### config.mk
export PLATFORM = sky130hd
export DESIGN_NAME = hsl_to_rgb_converter
export DESIGN_NICKNAME = d
export VERILOG_FILES = /design/src/hdl/hsl_pkg.sv /design/src/hdl/hsl_front.sv /design/src/hdl/hsl_chan.sv /design/src/hdl/hsl_to_rgb_converter.sv
export SDC_FILE = /design/constraint.sdc
export NUM_CORES = 2
export LEC_CHECK = 0
export ABC_AREA = 1
export BUFFER_PORTS_ARGS = -buffer_cell sky130_fd_sc_hd__buf_2
export CAP_MARGIN = 5
export CORE_ASPECT_RATIO = 0.7
export CORE_MARGIN = 3
export CORE_UTILIZATION = 60
export DETAILED_ROUTE_END_ITERATION = 10
export PLACE_DENSITY = 0.85
export SETUP_SLACK_MARGIN = 0.5
export SLEW_MARGIN = 10
export SYNTH_ARGS = -nofsm -noshare
export SYNTH_HDL_FRONTEND = slang
export SYNTH_HIERARCHICAL = 1
export SYNTH_SLANG_ARGS = --single-unit
### constraint.sdc
create_clock -name clk -period 11.8 [get_ports clk]
set_input_delay 1.77 -clock clk [delete_from_list [all_inputs] [get_ports clk]]
set_output_delay 1.77 -clock clk [all_outputs]
set_load 0.01 [all_outputs]
### src/hdl/hsl_pkg.sv
// Shared constants and types for the HSL to RGB converter pipeline.
package hsl_pkg;

    localparam int FRAC_BITS_DEF = 12;
    localparam int HUE_W         = 9;
    localparam int FAC_W         = 6;

    localparam logic [HUE_W-1:0] DEG_60   = HUE_W'(60);
    localparam logic [HUE_W-1:0] DEG_120  = HUE_W'(120);
    localparam logic [HUE_W-1:0] DEG_180  = HUE_W'(180);
    localparam logic [HUE_W-1:0] DEG_240  = HUE_W'(240);
    localparam logic [HUE_W-1:0] DEG_360  = HUE_W'(360);

    typedef logic [HUE_W-1:0] hue_t;

    // Which part of the hue circle a channel angle falls in.
    typedef enum logic [1:0] {
        REG_RISE,
        REG_HIGH,
        REG_FALL,
        REG_LOW
    } region_t;

endpackage

### src/hdl/hsl_front.sv
// Front stages: input clamping, hue rotation and the v1/v2 levels.
module hsl_front #(
    parameter int FRAC_BITS = hsl_pkg::FRAC_BITS_DEF
) (
    input  logic                     clk,
    input  logic                     en,
    input  hsl_pkg::hue_t            hue_degrees,
    input  logic [FRAC_BITS:0]       saturation,
    input  logic [FRAC_BITS:0]       lightness,
    output hsl_pkg::hue_t            d_red,
    output hsl_pkg::hue_t            d_green,
    output hsl_pkg::hue_t            d_blue,
    output logic [FRAC_BITS:0]       hi,
    output logic [FRAC_BITS:0]       lo,
    output logic [FRAC_BITS:0]       lit,
    output logic                     sat_zero
);

    localparam int W = FRAC_BITS + 1;
    localparam logic [W-1:0] ONE  = W'(1) << FRAC_BITS;
    localparam logic [W-1:0] HALF = W'(1) << (FRAC_BITS - 1);

    logic [W-1:0]  s_next, l_next, s_reg, l_reg;
    hsl_pkg::hue_t h_base;
    logic [hsl_pkg::HUE_W:0] h_red_sum, h_blue_sum;
    hsl_pkg::hue_t dr_next, dg_next, db_next;
    hsl_pkg::hue_t dr_reg, dg_reg, db_reg;

    logic [2*W-1:0] ls_full;
    logic [W-1:0]   prod;
    logic [W:0]     hi_wide, lo_wide;
    logic [W-1:0]   hi_next, lo_next, hi_reg, lo_reg, lit_reg;
    logic           sz_reg;

    // Stage one: clamp and rotate the hue for each channel.
    always_comb
    begin
        s_next = (saturation > ONE) ? ONE : saturation;
        l_next = (lightness > ONE) ? ONE : lightness;
        h_base = (hue_degrees >= hsl_pkg::DEG_360) ? hue_degrees - hsl_pkg::DEG_360
                                                   : hue_degrees;
        h_red_sum  = {1'b0, h_base} + {1'b0, hsl_pkg::DEG_120};
        h_blue_sum = {1'b0, h_base} + {1'b0, hsl_pkg::DEG_240};
        dr_next = (h_red_sum >= {1'b0, hsl_pkg::DEG_360})
                ? hsl_pkg::HUE_W'(h_red_sum - {1'b0, hsl_pkg::DEG_360})
                : h_red_sum[hsl_pkg::HUE_W-1:0];
        db_next = (h_blue_sum >= {1'b0, hsl_pkg::DEG_360})
                ? hsl_pkg::HUE_W'(h_blue_sum - {1'b0, hsl_pkg::DEG_360})
                : h_blue_sum[hsl_pkg::HUE_W-1:0];
        dg_next = h_base;
    end

    always_ff @(posedge clk)
    begin
        if (en)
        begin
            s_reg  <= s_next;
            l_reg  <= l_next;
            dr_reg <= dr_next;
            dg_reg <= dg_next;
            db_reg <= db_next;
        end
    end

    // Stage two: one product, then the upper and lower levels.
    always_comb
    begin
        ls_full = {{W{1'b0}}, l_reg} * {{W{1'b0}}, s_reg};
        prod    = ls_full[FRAC_BITS +: W];
        if (l_reg < HALF)
            hi_wide = {1'b0, l_reg} + {1'b0, prod};
        else
            hi_wide = {1'b0, l_reg} + {1'b0, s_reg} - {1'b0, prod};
        lo_wide = {l_reg, 1'b0} - hi_wide;
        hi_next = hi_wide[W-1:0];
        lo_next = lo_wide[W-1:0];
    end

    always_ff @(posedge clk)
    begin
        if (en)
        begin
            hi_reg  <= hi_next;
            lo_reg  <= lo_next;
            lit_reg <= l_reg;
            sz_reg  <= (s_reg == '0);
        end
    end

    assign d_red    = dr_reg;
    assign d_green  = dg_reg;
    assign d_blue   = db_reg;
    assign hi       = hi_reg;
    assign lo       = lo_reg;
    assign lit      = lit_reg;
    assign sat_zero = sz_reg;

endmodule

### src/hdl/hsl_chan.sv
// One color channel: sector decode, ramp product, divide by 60 and final select.
module hsl_chan #(
    parameter int FRAC_BITS = hsl_pkg::FRAC_BITS_DEF
) (
    input  logic               clk,
    input  logic               en,
    input  hsl_pkg::hue_t      d,
    input  logic [FRAC_BITS:0] hi,
    input  logic [FRAC_BITS:0] lo,
    input  logic [FRAC_BITS:0] lit,
    input  logic               sat_zero,
    output logic [FRAC_BITS:0] value
);

    localparam int W  = FRAC_BITS + 1;
    localparam int XW = W + hsl_pkg::FAC_W;
    localparam int YW = XW - 2;
    // x/60 is (x>>2)/15, and the quotient by 15 is a reciprocal multiply.
    localparam int RN = FRAC_BITS + 8;
    localparam int KW = RN - 3;
    localparam longint unsigned KVAL = ((64'd1 << RN) / 15) + 1;
    localparam logic [KW-1:0] RECIP = KVAL[KW-1:0];

    hsl_pkg::region_t rg_next, rg2_reg, rg3_reg, rg4_reg;
    logic [hsl_pkg::FAC_W-1:0] fac_next, fac_reg;
    logic [W-1:0] hi3_reg, lo3_reg, hi4_reg, lo4_reg;
    logic [W-1:0] l3_reg, l4_reg;
    logic         z3_reg, z4_reg;
    logic [W-1:0] span;
    logic [XW-1:0] x_next, x_reg;
    logic [YW+KW-1:0] qprod;
    logic [W-1:0] q_next, q_reg;
    logic [W-1:0] val_next, val_reg;
    hsl_pkg::hue_t fall_fac;

    // Stage two: which sector, and the ramp weight within it.
    always_comb
    begin
        fall_fac = hsl_pkg::DEG_240 - d;
        if (d < hsl_pkg::DEG_60)
        begin
            rg_next  = hsl_pkg::REG_RISE;
            fac_next = d[hsl_pkg::FAC_W-1:0];
        end
        else if (d < hsl_pkg::DEG_180)
        begin
            rg_next  = hsl_pkg::REG_HIGH;
            fac_next = '0;
        end
        else if (d < hsl_pkg::DEG_240)
        begin
            rg_next  = hsl_pkg::REG_FALL;
            fac_next = fall_fac[hsl_pkg::FAC_W-1:0];
        end
        else
        begin
            rg_next  = hsl_pkg::REG_LOW;
            fac_next = '0;
        end
    end

    always_ff @(posedge clk)
    begin
        if (en)
        begin
            rg2_reg <= rg_next;
            fac_reg <= fac_next;
        end
    end

    // Stage three: span times weight.
    assign span   = hi - lo;
    assign x_next = {{hsl_pkg::FAC_W{1'b0}}, span} * {{W{1'b0}}, fac_reg};

    always_ff @(posedge clk)
    begin
        if (en)
        begin
            x_reg   <= x_next;
            rg3_reg <= rg2_reg;
            hi3_reg <= hi;
            lo3_reg <= lo;
            l3_reg  <= lit;
            z3_reg  <= sat_zero;
        end
    end

    // Stage four: quotient by 60.
    assign qprod  = {{KW{1'b0}}, x_reg[XW-1:2]} * {{YW{1'b0}}, RECIP};
    assign q_next = qprod[RN +: W];

    always_ff @(posedge clk)
    begin
        if (en)
        begin
            q_reg   <= q_next;
            rg4_reg <= rg3_reg;
            hi4_reg <= hi3_reg;
            lo4_reg <= lo3_reg;
            l4_reg  <= l3_reg;
            z4_reg  <= z3_reg;
        end
    end

    // Stage five: pick the channel level.
    always_comb
    begin
        case (rg4_reg)
            hsl_pkg::REG_RISE: val_next = lo4_reg + q_reg;
            hsl_pkg::REG_HIGH: val_next = hi4_reg;
            hsl_pkg::REG_FALL: val_next = lo4_reg + q_reg;
            hsl_pkg::REG_LOW:  val_next = lo4_reg;
            default:           val_next = lo4_reg;
        endcase
        if (z4_reg)
            val_next = l4_reg;
    end

    always_ff @(posedge clk)
    begin
        if (en)
            val_reg <= val_next;
    end

    assign value = val_reg;

endmodule

### src/hdl/hsl_to_rgb_converter.sv
// Top level of the HSL to RGB converter: valid tracking and the three channels.
//
//  Port group | Direction | Handshake            | Words
//  -----------+-----------+----------------------+---------------------------------
//  input      | in        | in_valid / in_ready  | hue_degrees, saturation, lightness
//  output     | out       | out_valid / out_ready| red, green, blue
//
// One word enters per clock unless the pipeline holds; its result is presented from the final select stage.
// The five stages are clamp and hue rotation, the lightness-saturation product,
// the ramp product, the reciprocal multiply for the divide by 60, and the final select.
// Reset clears only the stage valid bits; data registers are left as they are.
// When the last stage holds a word that is not taken, the whole pipeline holds.
module hsl_to_rgb_converter #(
    parameter int FRAC_BITS = hsl_pkg::FRAC_BITS_DEF
) (
    input  logic                clk,
    input  logic                rst_n,
    input  logic                in_valid,
    output logic                in_ready,
    input  hsl_pkg::hue_t       hue_degrees,
    input  logic [FRAC_BITS:0]  saturation,
    input  logic [FRAC_BITS:0]  lightness,
    output logic                out_valid,
    input  logic                out_ready,
    output logic [FRAC_BITS:0]  red,
    output logic [FRAC_BITS:0]  green,
    output logic [FRAC_BITS:0]  blue
);

    localparam int DEPTH = 5;
    localparam logic [FRAC_BITS:0] ONE = (FRAC_BITS+1)'(1) << FRAC_BITS;

    logic               en;
    logic [DEPTH-1:0]   vld_reg, vld_next;
    hsl_pkg::hue_t      d_red, d_green, d_blue;
    logic [FRAC_BITS:0] hi, lo, lit;
    logic               sat_zero;

    assign en = out_ready || !vld_reg[DEPTH-1];
    assign in_ready = en;
    assign vld_next = {vld_reg[DEPTH-2:0], in_valid};

    always_ff @(posedge clk or negedge rst_n)
    begin
        if (!rst_n)
            vld_reg <= '0;
        else if (en)
            vld_reg <= vld_next;
    end

    assign out_valid = vld_reg[DEPTH-1];

    hsl_front #(.FRAC_BITS(FRAC_BITS)) u_front (
        .clk         (clk),
        .en          (en),
        .hue_degrees (hue_degrees),
        .saturation  (saturation),
        .lightness   (lightness),
        .d_red       (d_red),
        .d_green     (d_green),
        .d_blue      (d_blue),
        .hi          (hi),
        .lo          (lo),
        .lit         (lit),
        .sat_zero    (sat_zero)
    );

    hsl_chan #(.FRAC_BITS(FRAC_BITS)) u_red (
        .clk (clk), .en (en), .d (d_red), .hi (hi), .lo (lo), .lit (lit),
        .sat_zero (sat_zero), .value (red)
    );

    hsl_chan #(.FRAC_BITS(FRAC_BITS)) u_green (
        .clk (clk), .en (en), .d (d_green), .hi (hi), .lo (lo), .lit (lit),
        .sat_zero (sat_zero), .value (green)
    );

    hsl_chan #(.FRAC_BITS(FRAC_BITS)) u_blue (
        .clk (clk), .en (en), .d (d_blue), .hi (hi), .lo (lo), .lit (lit),
        .sat_zero (sat_zero), .value (blue)
    );

    // The pipeline only stalls when a finished word is waiting at the output.
    a_stall_only_when_full: assert property (@(posedge clk) disable iff (!rst_n)
        !in_ready |-> out_valid && !out_ready)
        else $error("input stalled without a blocked output word");

    // A stalled pipeline keeps every stage's occupancy.
    a_hold_on_stall: assert property (@(posedge clk) disable iff (!rst_n)
        !en |=> $stable(vld_reg))
        else $error("stage valid bits moved during a stall");

    // Every delivered channel lies within 0 to 1.0.
    a_range: assert property (@(posedge clk) disable iff (!rst_n)
        out_valid |-> (red <= ONE) && (green <= ONE) && (blue <= ONE))
        else $error("channel value above full scale");

endmodule

==> metrics.yaml <==
status:
  status: "finished clean"
synthesis:
  synth.top_cell.area_share: 0.322
  synthesis.nets: 6201
  ys_seq_area_frac: 0.325
  ys.flop_type: "edfxtp_1"
  synth_area_leader_cell: "edfxtp_1"
  async_flop_share: 0.0101
  yosys_warnings: 6
  synth_area_leaders: "edfxtp_1 (32%), ha_1 (15%), fa_1 (15%)"
  synth_most_common_cell: "nand2_1"
  synth_top_cells_by_count: "nand2_1 (1,150), inv_1 (1,096), ha_1 (556)"
  synth_cell_types: 60
  synth_area_per_cell_um2: 8.69
  synthCells: 5266
  ys_seq_elements: 496
  synth_edf_count: 491
  syn_area_um2: 45800
sta:
  rsz0062_at_grt: "false"
  min_period_over_period: 0.773
  fin_worst_skew_ns: 0.0461
  worstMarginPinSlew_ns: 1.08
  whs_ns: 0.385
  slew-limit-headroom: 0.277
  fmax_mhz: 110
  fin_ws_ns: 2.68
  slew_violations: 0
  min_period_ns: 9.12
  setup_tns_ns: 0
  hold_viol: 0
  setup_viol: 0
worst_setup_path:
  reg2reg_from: "u_front/l_reg[8]"
  rr_endpoint: "u_front/lo[12]"
  endpoint: "u_front/lo[12]"
  cpPeakStageDelay_ns: 0.89
  ff2ff_path_depth: 39
  crit_arrival_ns: 9.52
  critPathKind: "reg2reg"
  cpMaxStageDelayCell: "edfxtp_1"
  worst_setup_path_end_kind: "flip-flop"
  ff2ff_setup_slack_ns: 2.68
  cp_common_cell: "nand2_1"
  cp_max_fo: 17
  start_kind: "flip-flop"
  critPathLaunch: "u_front/l_reg[8]"
  critPathRequiredTime_ns: 12.20
clock_tree:
  cts_tree: "built"
  htreeDepth: 2
  cts-root-buf: "clkbuf_16"
  cts_buffer_depth: 3
  holdBufCountCts: 0
  cts_sinks: 496
  clk_pin_slew_ns: 0.07
  cts_setup_buffers: 0
  clk_latency_ns: 0.65
  cts-resized-gates: 0
  cts_buffers: 49
drt:
  met3RoutedLength_mm: 13.0
  vias: 36180
  wl_per_cell_um: 18.1
  vias_per_cell: 5.68
  routed_wl_mm: 115
  topRoutingLayerUsed: "met4"
  wl_met1_mm: 50.0
  first_pass_iters: 6
  first_iter_violations: 4342
  drcViolationCount: 0
  ant_nets: 0
  wl_met2_mm: 49.4
grt:
  grt_overflow: 0
  grt_antenna_before_repair: 1
  grt_pass1_vias: 35081
  grt_pass1_wl_mm: 185
  grt_usage: 0.293
  grt_max_degree: 179
final_layout:
  final_cells: 6370
  finalNetCount: 6274
  layout-drive-gt1-share: 0.0454
  area_growth_pct: 6.88
  multi_input_area_um2: 26500
  regArea_um2: 14900
  n_fill_cell: 5994
floorplan:
  die-width_um: 336
  initial_core_util: 0.607
  num_rows: 84
  ios: 80
  die_h_um: 237
  core_area_um2: 75400
  dieArea_um2: 79700
place:
  place_congestion: 0.972
  dpl.cell_count: 6277
  place_ws_ns: 2.82
  io_buffers: 79
  dpl.hpwl_mm: 90.2
job:
  maxCapViolations: 0
worst_hold_path:
  hold_path_class: "reg2reg"
## cell type report
class / instances / share of cell area
multi-input combinational: 3593 / 0.541
sequential: 496 / 0.304
inverter: 1116 / 0.0857
clock buffer: 57 / 0.0257
tap: 989 / 0.0253
clock inverter: 35 / 0.00964
timing repair buffer: 83 / 0.00895
antenna: 1 / 0.0000512
## critical path, delay by kind of cell, from the launching register on
kind	cells	cell delay, ns
fa+ha+maj	9	4.06
simple gates	18	1.93
compound gates	5	1.31
flops	1	0.89
buf+inv	6	0.40
xor+xnor	1	0.29
## per-layer routing
metal	up-vias	track usage
li1	17028	-
met1	17098	0.436
met2	1861	0.437
met3	193	0.0638
met4	0	0.0706
met5	-	0
## kinds of logic after synthesis
family / synth area share
and+or+nand+nor: 0.189
buffers and inverters: 0.0974
adders and majority gates: 0.301
DFF: 0.325
AOI/OAI and AO/OA: 0.0626
xor gates and xnor gates: 0.0254
## worst min path at each step
| stage | to | slack [ns] | start | depth (start not counted) |
|---|---|---|---|---|
| 2_1_floorplan | u_blue/hi4_reg[0] | 0.40 | u_blue/hi3_reg[0] | 0 |
| 3_3_place_gp | u_blue/hi4_reg[0] | 0.40 | u_blue/hi3_reg[0] | 0 |
| 3_5_place_dp | u_blue/l4_reg[11] | 0.40 | u_blue/l3_reg[11] | 0 |
| 4_1_cts | u_red/l4_reg[0] | 0.39 | u_red/l3_reg[0] | 0 |
| 5_1_grt | u_blue/l4_reg[3] | 0.40 | u_blue/l3_reg[3] | 0 |
| 6_report | u_red/l4_reg[0] | 0.39 | u_red/l3_reg[0] | 0 |
## cells in the final DEF (no fill, tap or decap), types with 10 or more instances in the layout
| cell type | synthesis | final |
|---|---|---|
| nand2_1 | 1150 | 1150 |
| inv_1 | 1096 | 1096 |
| ha_1 | 556 | 556 |
| nor2_1 | 502 | 502 |
| edfxtp_1 | 491 | 491 |
| fa_1 | 340 | 340 |
| nand3_1 | 248 | 248 |
| a21oi_1 | 233 | 233 |
| o21ai_0 | 96 | 96 |
| xor2_1 | 81 | 81 |
| buf_2 | 6 | 79 |
| nand4_1 | 67 | 67 |
| clkbuf_16 | 0 | 49 |
| xnor2_1 | 39 | 39 |
| a221oi_1 | 36 | 36 |
| o21bai_1 | 23 | 23 |
| nand3b_1 | 21 | 21 |
| a21o_1 | 20 | 20 |
| a31oi_1 | 19 | 19 |
| nor3_1 | 18 | 18 |
| clkinv_1 | 10 | 16 |
| or2_2 | 16 | 16 |
| o21ai_1 | 15 | 15 |
| nand2_2 | 15 | 14 |
| a21oi_2 | 10 | 10 |
| a21boi_0 | 10 | 10 |
## stage by stage
| stage | instance area [um2] | util |
|---|---|---|
| floorplan | 45800 | - |
| global placement | 47200 | 0.626 |
| detailed placement | 47200 | 0.626 |
| CTS | 48900 | 0.649 |
| global route | 48900 | 0.649 |
| finish | 48900 | 0.649 |
Power is left out: the tool's default activity adds up to more than one toggle a clock period on the data nets, which glitch-free logic cannot reach.
